File: src/sha1md_pkg.sv
// ----------------------------------------------------------------------------
// SHA-1 message digest package
// Shared constants, command and status types for the SHA-1 core.
// ----------------------------------------------------------------------------
package sha1md_pkg;

    // Initial chaining value.
    localparam logic [31:0] IV_A = 32'h67452301;
    localparam logic [31:0] IV_B = 32'hEFCDAB89;
    localparam logic [31:0] IV_C = 32'h98BADCFE;
    localparam logic [31:0] IV_D = 32'h10325476;
    localparam logic [31:0] IV_E = 32'hC3D2E1F0;

    // Round constants, one per group of twenty rounds.
    localparam logic [31:0] RKEY_0 = 32'h5A827999;
    localparam logic [31:0] RKEY_1 = 32'h6ED9EBA1;
    localparam logic [31:0] RKEY_2 = 32'h8F1BBCDC;
    localparam logic [31:0] RKEY_3 = 32'hCA62C1D6;

    // Padding constants.
    localparam logic [7:0] PAD_MARK        = 8'h80;
    localparam int         LAST_SHORT_FILL = 55;
    localparam logic [5:0] LEN_START       = 6'(LAST_SHORT_FILL + 1);

    localparam int         ROUNDS     = 80;
    localparam logic [6:0] ROUND_LAST = 7'(ROUNDS - 1);

    // Source of the byte shifted into the message block.
    typedef enum logic [1:0] {
        SRC_INPUT,
        SRC_MARK,
        SRC_ZERO,
        SRC_LENGTH
    } byte_src_t;

    // Commands from the controller to the datapath.
    typedef struct packed {
        logic      shift_en;
        byte_src_t byte_src;
        logic      count_en;
        logic      load_work;
        logic      round_en;
        logic      update_hash;
        logic      emit;
    } sha1md_cmd_t;

    // Status from the datapath to the controller.
    typedef struct packed {
        logic fill_last;
        logic fill_len_start;
        logic round_last;
        logic out_free;
    } sha1md_status_t;

    // Round constant for a given round number.
    function automatic logic [31:0] round_key(input logic [6:0] round);
        logic [31:0] key;
        if (round < 7'd20)
        begin
            key = RKEY_0;
        end
        else if (round < 7'd40)
        begin
            key = RKEY_1;
        end
        else if (round < 7'd60)
        begin
            key = RKEY_2;
        end
        else
        begin
            key = RKEY_3;
        end
        return key;
    endfunction

    // Round logic function for a given round number.
    function automatic logic [31:0] round_func(input logic [6:0] round,
                                               input logic [31:0] b,
                                               input logic [31:0] c,
                                               input logic [31:0] d);
        logic [31:0] f;
        if (round < 7'd20)
        begin
            f = (b & c) | (~b & d);
        end
        else if (round >= 7'd40 && round < 7'd60)
        begin
            f = (b & c) | (b & d) | (c & d);
        end
        else
        begin
            f = b ^ c ^ d;
        end
        return f;
    endfunction

endpackage

File: src/sha1md_in_if.sv
// ----------------------------------------------------------------------------
// SHA-1 input channel
// Valid/ready channel carrying one message byte and its flags per item.
// ----------------------------------------------------------------------------
interface sha1md_in_if;
    logic       valid;
    logic       ready;
    logic [7:0] data_byte;
    logic       byte_present;
    logic       end_of_message;

    modport source (output valid, data_byte, byte_present, end_of_message,
                    input ready);
    modport sink   (input valid, data_byte, byte_present, end_of_message,
                    output ready);
endinterface

File: src/sha1md_out_if.sv
// ----------------------------------------------------------------------------
// SHA-1 output channel
// Valid/ready channel carrying one 160-bit digest per item.
// ----------------------------------------------------------------------------
interface sha1md_out_if;
    logic        valid;
    logic        ready;
    logic [31:0] digest_word_a;
    logic [31:0] digest_word_b;
    logic [31:0] digest_word_c;
    logic [31:0] digest_word_d;
    logic [31:0] digest_word_e;

    modport source (output valid, digest_word_a, digest_word_b, digest_word_c,
                    digest_word_d, digest_word_e, input ready);
    modport sink   (input valid, digest_word_a, digest_word_b, digest_word_c,
                    digest_word_d, digest_word_e, output ready);
endinterface

File: src/sha1_message_digest_core.sv
// ----------------------------------------------------------------------------
// SHA-1 message digest core
// Streaming SHA-1: one message byte per input item, one digest per message.
// ----------------------------------------------------------------------------
// Usage:
// The input channel takes one item per cycle while the core is idle. An item
// may carry a message byte (byte_present) and may close the message
// (end_of_message); an item with neither flag is simply consumed.
// A byte that completes a 64-byte block starts a compression: the core loads
// the working registers, runs 80 rounds on the single shared round unit, and
// updates the chaining value.
// On an end item the core appends the padding and the length byte by byte
// (at most 72 bytes over two blocks) and compresses one or two final blocks
// before it emits the digest.
// The digest is held in an output register; a stalled receiver lets the core
// take the next message's bytes, and it only waits when a second digest is
// ready before the first has been taken.
// Reset returns the chaining value to its initial value and clears the
// counters and the output valid flag.
// ----------------------------------------------------------------------------
module sha1_message_digest_core (
    input  logic         clk,
    input  logic         rst_n,
    sha1md_in_if.sink    in_ch,
    sha1md_out_if.source out_ch
);
    import sha1md_pkg::*;

    sha1md_cmd_t    cmd;
    sha1md_status_t status;

    // Sequencer.
    sha1md_ctrl u_ctrl (
        .clk            (clk),
        .rst_n          (rst_n),
        .in_valid       (in_ch.valid),
        .in_ready       (in_ch.ready),
        .byte_present   (in_ch.byte_present),
        .end_of_message (in_ch.end_of_message),
        .status         (status),
        .cmd            (cmd)
    );

    // Block buffer, rounds and output register.
    sha1md_datapath u_datapath (
        .clk           (clk),
        .rst_n         (rst_n),
        .data_byte     (in_ch.data_byte),
        .cmd           (cmd),
        .status        (status),
        .out_ready     (out_ch.ready),
        .out_valid     (out_ch.valid),
        .digest_word_a (out_ch.digest_word_a),
        .digest_word_b (out_ch.digest_word_b),
        .digest_word_c (out_ch.digest_word_c),
        .digest_word_d (out_ch.digest_word_d),
        .digest_word_e (out_ch.digest_word_e)
    );

endmodule

File: src/sha1md_datapath.sv
// ----------------------------------------------------------------------------
// SHA-1 datapath
// Message block shift line, length and fill counters, round registers,
// chaining value and the output register.
// ----------------------------------------------------------------------------
module sha1md_datapath (
    input  logic                     clk,
    input  logic                     rst_n,
    input  logic [7:0]               data_byte,
    input  sha1md_pkg::sha1md_cmd_t  cmd,
    output sha1md_pkg::sha1md_status_t status,
    input  logic                     out_ready,
    output logic                     out_valid,
    output logic [31:0]              digest_word_a,
    output logic [31:0]              digest_word_b,
    output logic [31:0]              digest_word_c,
    output logic [31:0]              digest_word_d,
    output logic [31:0]              digest_word_e
);
    import sha1md_pkg::*;

    logic [511:0] msg_reg, msg_next;
    logic [5:0]   fill_reg, fill_next;
    logic [63:0]  bits_reg, bits_next;
    logic [6:0]   round_reg, round_next;
    logic [31:0]  a_reg, b_reg, c_reg, d_reg, e_reg;
    logic [31:0]  a_next, b_next, c_next, d_next, e_next;
    logic [31:0]  ha_reg, hb_reg, hc_reg, hd_reg, he_reg;
    logic [31:0]  ha_next, hb_next, hc_next, hd_next, he_next;
    logic         out_valid_reg, out_valid_next;
    logic [31:0]  oa_reg, ob_reg, oc_reg, od_reg, oe_reg;

    logic [7:0]   shift_byte;
    logic [7:0]   len_byte;
    logic [2:0]   len_idx;
    logic [31:0]  w0, w2, w8, w13, w_mix, w_new;
    logic [31:0]  temp;

    // Length byte, most significant first, selected by the fill position.
    assign len_idx  = fill_reg[2:0];
    assign len_byte = 8'(bits_reg >> {3'(3'd7 - len_idx), 3'b000});

    // Byte to shift into the message block.
    always_comb
    begin
        case (cmd.byte_src)
            SRC_INPUT:  shift_byte = data_byte;
            SRC_MARK:   shift_byte = PAD_MARK;
            SRC_ZERO:   shift_byte = 8'h00;
            SRC_LENGTH: shift_byte = len_byte;
            default:    shift_byte = 8'h00;
        endcase
    end

    // Schedule words taken from the sixteen-word window.
    assign w0    = msg_reg[511:480];
    assign w2    = msg_reg[447:416];
    assign w8    = msg_reg[255:224];
    assign w13   = msg_reg[95:64];
    assign w_mix = w13 ^ w8 ^ w2 ^ w0;
    assign w_new = {w_mix[30:0], w_mix[31]};

    // One compression round.
    assign temp = {a_reg[26:0], a_reg[31:27]} + round_func(round_reg, b_reg, c_reg, d_reg)
                  + e_reg + w0 + round_key(round_reg);

    // Message window: bytes shift in during filling, words during rounds.
    always_comb
    begin
        msg_next = msg_reg;
        if (cmd.shift_en)
        begin
            msg_next = {msg_reg[503:0], shift_byte};
        end
        else if (cmd.round_en)
        begin
            msg_next = {msg_reg[479:0], w_new};
        end
    end

    // Fill and bit counters.
    always_comb
    begin
        fill_next = fill_reg;
        bits_next = bits_reg;
        if (cmd.shift_en)
        begin
            fill_next = fill_reg + 6'd1;
        end
        if (cmd.count_en)
        begin
            bits_next = bits_reg + 64'd8;
        end
        if (cmd.emit)
        begin
            fill_next = 6'd0;
            bits_next = 64'd0;
        end
    end

    // Working variables and round counter.
    always_comb
    begin
        a_next     = a_reg;
        b_next     = b_reg;
        c_next     = c_reg;
        d_next     = d_reg;
        e_next     = e_reg;
        round_next = round_reg;
        if (cmd.load_work)
        begin
            a_next     = ha_reg;
            b_next     = hb_reg;
            c_next     = hc_reg;
            d_next     = hd_reg;
            e_next     = he_reg;
            round_next = 7'd0;
        end
        else if (cmd.round_en)
        begin
            a_next     = temp;
            b_next     = a_reg;
            c_next     = {b_reg[1:0], b_reg[31:2]};
            d_next     = c_reg;
            e_next     = d_reg;
            round_next = round_reg + 7'd1;
        end
    end

    // Chaining value: add the block result, or restart after a digest.
    always_comb
    begin
        ha_next = ha_reg;
        hb_next = hb_reg;
        hc_next = hc_reg;
        hd_next = hd_reg;
        he_next = he_reg;
        if (cmd.update_hash)
        begin
            ha_next = ha_reg + a_reg;
            hb_next = hb_reg + b_reg;
            hc_next = hc_reg + c_reg;
            hd_next = hd_reg + d_reg;
            he_next = he_reg + e_reg;
        end
        else if (cmd.emit)
        begin
            ha_next = IV_A;
            hb_next = IV_B;
            hc_next = IV_C;
            hd_next = IV_D;
            he_next = IV_E;
        end
    end

    // Output register handshake.
    always_comb
    begin
        out_valid_next = out_valid_reg;
        if (cmd.emit)
        begin
            out_valid_next = 1'b1;
        end
        else if (out_ready)
        begin
            out_valid_next = 1'b0;
        end
    end

    // Control state registers.
    always_ff @(posedge clk or negedge rst_n)
    begin
        if (!rst_n)
        begin
            fill_reg      <= 6'd0;
            bits_reg      <= 64'd0;
            round_reg     <= 7'd0;
            ha_reg        <= IV_A;
            hb_reg        <= IV_B;
            hc_reg        <= IV_C;
            hd_reg        <= IV_D;
            he_reg        <= IV_E;
            out_valid_reg <= 1'b0;
        end
        else
        begin
            fill_reg      <= fill_next;
            bits_reg      <= bits_next;
            round_reg     <= round_next;
            ha_reg        <= ha_next;
            hb_reg        <= hb_next;
            hc_reg        <= hc_next;
            hd_reg        <= hd_next;
            he_reg        <= he_next;
            out_valid_reg <= out_valid_next;
        end
    end

    // Payload registers.
    always_ff @(posedge clk)
    begin
        msg_reg <= msg_next;
        a_reg   <= a_next;
        b_reg   <= b_next;
        c_reg   <= c_next;
        d_reg   <= d_next;
        e_reg   <= e_next;
        if (cmd.emit)
        begin
            oa_reg <= ha_reg;
            ob_reg <= hb_reg;
            oc_reg <= hc_reg;
            od_reg <= hd_reg;
            oe_reg <= he_reg;
        end
    end

    // Status back to the controller.
    assign status.fill_last      = (fill_reg == 6'd63);
    assign status.fill_len_start = (fill_reg == LEN_START);
    assign status.round_last     = (round_reg == ROUND_LAST);
    assign status.out_free       = !out_valid_reg || out_ready;

    assign out_valid     = out_valid_reg;
    assign digest_word_a = oa_reg;
    assign digest_word_b = ob_reg;
    assign digest_word_c = oc_reg;
    assign digest_word_d = od_reg;
    assign digest_word_e = oe_reg;

endmodule

File: src/sha1md_ctrl.sv
// ----------------------------------------------------------------------------
// SHA-1 controller
// Sequences byte intake, padding, length append, compression and output.
// ----------------------------------------------------------------------------
module sha1md_ctrl (
    input  logic                       clk,
    input  logic                       rst_n,
    input  logic                       in_valid,
    output logic                       in_ready,
    input  logic                       byte_present,
    input  logic                       end_of_message,
    input  sha1md_pkg::sha1md_status_t status,
    output sha1md_pkg::sha1md_cmd_t    cmd
);
    import sha1md_pkg::*;

    typedef enum logic [7:0] {
        ST_IDLE     = 8'b00000001,
        ST_PAD_MARK = 8'b00000010,
        ST_PAD_ZERO = 8'b00000100,
        ST_LENGTH   = 8'b00001000,
        ST_LOAD     = 8'b00010000,
        ST_ROUND    = 8'b00100000,
        ST_UPDATE   = 8'b01000000,
        ST_EMIT     = 8'b10000000
    } state_t;

    state_t state_reg, state_next;
    state_t resume_reg, resume_next;
    logic   accept;

    assign in_ready = (state_reg == ST_IDLE);
    assign accept   = in_valid && in_ready;

    // Next state and command decode.
    always_comb
    begin
        state_next  = state_reg;
        resume_next = resume_reg;
        cmd         = '0;
        cmd.byte_src = SRC_INPUT;
        case (state_reg)
            ST_IDLE:
            begin
                if (accept)
                begin
                    if (byte_present)
                    begin
                        cmd.shift_en = 1'b1;
                        cmd.count_en = 1'b1;
                    end
                    if (byte_present && status.fill_last)
                    begin
                        state_next  = ST_LOAD;
                        resume_next = end_of_message ? ST_PAD_MARK : ST_IDLE;
                    end
                    else if (end_of_message)
                    begin
                        state_next = ST_PAD_MARK;
                    end
                end
            end
            ST_PAD_MARK:
            begin
                cmd.shift_en = 1'b1;
                cmd.byte_src = SRC_MARK;
                if (status.fill_last)
                begin
                    state_next  = ST_LOAD;
                    resume_next = ST_PAD_ZERO;
                end
                else
                begin
                    state_next = ST_PAD_ZERO;
                end
            end
            ST_PAD_ZERO:
            begin
                if (status.fill_len_start)
                begin
                    state_next = ST_LENGTH;
                end
                else
                begin
                    cmd.shift_en = 1'b1;
                    cmd.byte_src = SRC_ZERO;
                    if (status.fill_last)
                    begin
                        state_next  = ST_LOAD;
                        resume_next = ST_PAD_ZERO;
                    end
                end
            end
            ST_LENGTH:
            begin
                cmd.shift_en = 1'b1;
                cmd.byte_src = SRC_LENGTH;
                if (status.fill_last)
                begin
                    state_next  = ST_LOAD;
                    resume_next = ST_EMIT;
                end
            end
            ST_LOAD:
            begin
                cmd.load_work = 1'b1;
                state_next    = ST_ROUND;
            end
            ST_ROUND:
            begin
                cmd.round_en = 1'b1;
                if (status.round_last)
                begin
                    state_next = ST_UPDATE;
                end
            end
            ST_UPDATE:
            begin
                cmd.update_hash = 1'b1;
                state_next      = resume_reg;
            end
            ST_EMIT:
            begin
                if (status.out_free)
                begin
                    cmd.emit   = 1'b1;
                    state_next = ST_IDLE;
                end
            end
            default:
            begin
                state_next = ST_IDLE;
            end
        endcase
    end

    // State registers.
    always_ff @(posedge clk or negedge rst_n)
    begin
        if (!rst_n)
        begin
            state_reg  <= ST_IDLE;
            resume_reg <= ST_IDLE;
        end
        else
        begin
            state_reg  <= state_next;
            resume_reg <= resume_next;
        end
    end

endmodule
File: src/flat_wrapper.sv
// flat-port wrapper written by rule: the top's interface ports become plain ports
module sha1_message_digest_core_flat import sha1md_pkg::*;
  (clk, rst_n, in_ch_valid, in_ch_data_byte, in_ch_byte_present, in_ch_end_of_message, in_ch_ready, out_ch_valid, out_ch_digest_word_a, out_ch_digest_word_b, out_ch_digest_word_c, out_ch_digest_word_d, out_ch_digest_word_e, out_ch_ready);
  sha1md_in_if in_ch_i ();
  sha1md_out_if out_ch_i ();
  input  logic clk;
  input  logic rst_n;
  input wire logic [$bits(in_ch_i.valid)-1:0] in_ch_valid;
  input wire logic [$bits(in_ch_i.data_byte)-1:0] in_ch_data_byte;
  input wire logic [$bits(in_ch_i.byte_present)-1:0] in_ch_byte_present;
  input wire logic [$bits(in_ch_i.end_of_message)-1:0] in_ch_end_of_message;
  output wire logic [$bits(in_ch_i.ready)-1:0] in_ch_ready;
  output wire logic [$bits(out_ch_i.valid)-1:0] out_ch_valid;
  output wire logic [$bits(out_ch_i.digest_word_a)-1:0] out_ch_digest_word_a;
  output wire logic [$bits(out_ch_i.digest_word_b)-1:0] out_ch_digest_word_b;
  output wire logic [$bits(out_ch_i.digest_word_c)-1:0] out_ch_digest_word_c;
  output wire logic [$bits(out_ch_i.digest_word_d)-1:0] out_ch_digest_word_d;
  output wire logic [$bits(out_ch_i.digest_word_e)-1:0] out_ch_digest_word_e;
  input wire logic [$bits(out_ch_i.ready)-1:0] out_ch_ready;
  assign in_ch_i.valid = in_ch_valid;
  assign in_ch_i.data_byte = in_ch_data_byte;
  assign in_ch_i.byte_present = in_ch_byte_present;
  assign in_ch_i.end_of_message = in_ch_end_of_message;
  assign in_ch_ready = in_ch_i.ready;
  assign out_ch_valid = out_ch_i.valid;
  assign out_ch_digest_word_a = out_ch_i.digest_word_a;
  assign out_ch_digest_word_b = out_ch_i.digest_word_b;
  assign out_ch_digest_word_c = out_ch_i.digest_word_c;
  assign out_ch_digest_word_d = out_ch_i.digest_word_d;
  assign out_ch_digest_word_e = out_ch_i.digest_word_e;
  assign out_ch_i.ready = out_ch_ready;
  sha1_message_digest_core u_core (.clk(clk), .rst_n(rst_n), .in_ch(in_ch_i), .out_ch(out_ch_i));
endmodule
File: config.mk
export PLATFORM = sky130hd
export DESIGN_NAME = sha1_message_digest_core_flat
export DESIGN_NICKNAME = d
export VERILOG_FILES = /design/src/sha1md_pkg.sv /design/src/sha1md_in_if.sv /design/src/sha1md_out_if.sv /design/src/sha1_message_digest_core.sv /design/src/sha1md_datapath.sv /design/src/sha1md_ctrl.sv /design/src/flat_wrapper.sv
export SDC_FILE = /design/constraint.sdc
export NUM_CORES = 2
export LEC_CHECK = 0
export BUFFER_PORTS_ARGS = -buffer_cell sky130_fd_sc_hd__clkbuf_2
export CELL_PAD_IN_SITES_DETAIL_PLACEMENT = 2
export CELL_PAD_IN_SITES_GLOBAL_PLACEMENT = 2
export CORE_ASPECT_RATIO = 1.1
export CORE_MARGIN = 2
export CORE_UTILIZATION = 40
export DETAILED_ROUTE_END_ITERATION = 12
export MAX_ROUTING_LAYER = met4
export PLACE_DENSITY = 0.81
export SYNTH_ARGS = -nofsm -noshare
export SYNTH_HDL_FRONTEND = slang
export SYNTH_HIERARCHICAL = 1
export SYNTH_SLANG_ARGS = --single-unit
File: constraint.sdc
create_clock -name clk -period 11 [get_ports clk]
set_input_delay 1.1 -clock clk [delete_from_list [all_inputs] [get_ports clk]]
set_output_delay 1.1 -clock clk [all_outputs]
set_load 0.005 [all_outputs]
==> run_results.csv <==
group,metric,value,unit
status,status,"complete, no violations",
critical_path,r2r_start,"u_core/u_datapath/round_reg[4]",
clocking,numClockSinks,1079,
route,vias_per_cell,5.660,
critical_path,end_kind,"register",
global_route,first_global_vias,42195,
synthesis,yosysSeqAreaShare,54.55,%
timing,finalHoldViolations,0,
synthesis,synth-edff-count,832,
synthesis,synth_cell_type_count,91,
timing,maxSlewViolCount,0,
critical_path,critical_path_class,"reg2reg",
floorplanning,start_util,40.35,%
finish,stdcell_area,64270,um2
critical_path,cp_data_arrival_time,7.68,ns
synthesis,synth_nets,4843,
critical_path,worstSetupStartpointType,"register",
timing,skew,0.05060,ns
synthesis,synthCells,4507,
timing,tightest_slew,1.173,ns
placed_design,pre_cts_ws,3.795,ns
placed_design,placed_cells,6448,
timing,layout_setup_ws,3.775,ns
placed_design,place_congestion,0.9073,
synthesis,avgSynthCellArea,12.72,um2
clocking,post_cts_resized,0,
placed_design,hpwl,131300,um
timing,relSlewSlack,21.80,%
global_route,grt_max_degree,209,
pwr,p_leak,0.02434,uW
clocking,clock_path_buffers,3,
synthesis,ys.flop_type,"edfxtp_1",
route,drtPass1Iterations,5,
clocking,clk_latency,0.78,ns
clocking,post_cts_buffers,0,
synthesis,yosysWarnings,6,
timing,grt_setup_unrepaired,"false",
run,maxCapViolations,0,
finish,layout_common_cells,"edfxtp_1 (832), mux2_2 (600), nand2_1 (277)",
finish,final_nets,4993,
synthesis,syn-cell-area,57320,um2
placed_design,placed_cell_area,60290,um2
pwr,vdd_drop_max,240.8,uV
route,drt_iter0_drc,2390,
clocking,cts_buffers,118,
global_route,gr-total-overflow,0,
floorplanning,io_pins,176,
floorplanning,placementRows,145,
route,wl,184500,um
critical_path,required,11.46,ns
route,wire_per_inst,27.66,um
floorplanning,die_area,146300,um2
floorplanning,die_h,401.0,um
timing,setup_viol,0,
worst_hold_path,hold_path_class,"in2async",
global_route,antenna_found_initial,4,
global_route,grt_use_total,25.89,%
synthesis,synthArstFlopShare,22.89,%
finish,syn2layout_area_growth,12.13,%
route,ant_nets,0,
clocking,postCtsHoldBufs,0,
timing,fin_crit,7.225,ns
finish,fin_cells,6671,
clocking,clkTransAtPathRegs,0.06,ns
clocking,cts_max_level,3,
global_route,grt_pass1_wl,277200,um
floorplanning,fp.coreArea,142100,um2
synthesis,synth-seq-cells,1079,
critical_path,crit_fanout,34,
placed_design,portBuffers,175,
route,route.detailed.drc,0,
timing,finalSetupTns,0,ns
pwr,power,16220,uW
route,vias,37759,
clocking,tritoncts,"yes",
finish,mostFrequentLayoutCell,"edfxtp_1",
finish,largest_reg_flops,512,
critical_path,startpoint,"u_core/u_datapath/round_reg[4]",
floorplanning,die_w,364.9,um
finish,drive_above_1_share,23.49,%
timing,finalCritPeriodShare,65.69,%
clocking,cts-root-buf,"clkbuf_16",
pwr,power.density,252.4,nW/um2
timing,fmax,138.4,MHz
-- kinds of logic (layout without fill, tap and decap cells) --
family	after synthesis	count (layout)	share of synthesized area (%)
flip-flops	1079	1079	54.55
AND/OR/NAND/NOR	919	919	7.843
AO/OA/AOI/OAI	818	818	8.758
multiplexers	627	627	12.55
buffers and inverters	425	674	2.785
adder cells (fa/ha/maj)	322	322	8.666
XOR/XNOR	317	317	4.844
other	0	4	0
-- metrics by stage --
stage / util (%) / hold WS, ns
after detailed placement: 42.44 / 0.4989
after floorplan: - / 0.4500
after global routing: 45.24 / 0.4682
after global placement: 42.44 / 0.4928
final: 45.24 / 0.4303
after CTS: 45.24 / 0.4130
-- power breakdown --
group / internal [uW] / total (uW) / switching [uW]
Combinational: 2340 / 5290 / 2960
Sequential: 6050 / 6800 / 752
Clock: 2360 / 4120 / 1770
-- layout make-up --
type / instances / area [um2]
antenna: 4 / 10.01
tap: 1911 / 2391
fill: 13949 / 77780
clock buffer: 147 / 3133
multi-input combinational: 3003 / 24490
inverter: 250 / 940.9
timing repair buffer: 205 / 1199
clock inverter: 72 / 839.6
sequential: 1079 / 31270
-- final timing paths --
| path | to | slack, ns | cells past startpoint |
|---|---|---|---|
| max | u_core/u_datapath/a_reg[30] | 3.77 | 21 |
| max reg2reg | u_core/u_datapath/a_reg[30] | 3.77 | 21 |
| min in group clk | u_core/u_ctrl/state_reg[2] | 0.51 | 2 |
| max in group asynchronous | u_core/u_datapath/ha_reg[10] | 8.31 | 3 |
| min reg2reg | u_core/u_ctrl/state_reg[2] | 0.51 | 2 |
| min | u_core/u_datapath/he_reg[18] | 0.43 | 1 |
-- critical path: stages, from the launching register on --
cell	delay, ns
dfrtp_1	0.45
a41oi_1	0.83
nand2_1	0.21
inv_2	0.57
nand2_1	0.12
nand3_1	0.11
o21ai_0	0.15
fa_1	0.50
fa_1	0.60
inv_1	0.06
ha_1	0.29
a211oi_1	0.34
nor4_1	0.14
nor4b_1	0.65
o32ai_1	0.29
o31a_1	0.36
nor4_1	0.20
nor3_1	0.12
a211oi_1	0.45
a21oi_1	0.17
xnor2_1	0.19
mux2i_1	0.09
-- synth_stat cells (all sizes together), types with 14 or more instances --
cell type  count  area [um2]
nor3          93       470.5
nand3b        62       465.5
or3           26       167.7
and3          30       187.7
nand2        278        1044
o21ai        269        1346
dfrtp        165        4129
edfxtp       832       24980
inv          250       938.4
a21oi        219        1096
o21a          27       202.7
ha           197        2465
o211ai        14       105.1
dfstp         82        2155
nand4         30       187.7
nor2         205       772.0
a31oi         40       250.2
a21o          79       593.1
xor2         136        1191
nand2b        40       250.2
nor2b         31       193.9
a211oi        43       322.8
nand3         64       320.3
o31ai         19       142.6
xnor2        181        1585
mux2         601        6771
o21bai        27       202.7
fa           125        2502
clkbuf       167       626.9
and2          15       93.84
-- routing by layer --
| layer | vias to the layer above | GRT usage (%) | part of all wire [%] |
|---|---|---|---|
| met4 | 0 | 13.53 | 5.8 |
| met1 | 19827 | 28.46 | 38 |
| li1 | 16773 | - | - |
| met5 | - | - | 0 |
| met2 | 799 | 45.56 | 52 |
| met3 | 360 | 3.285 | 3.5 |
Note: power is estimated with default switching activity, not from simulation.
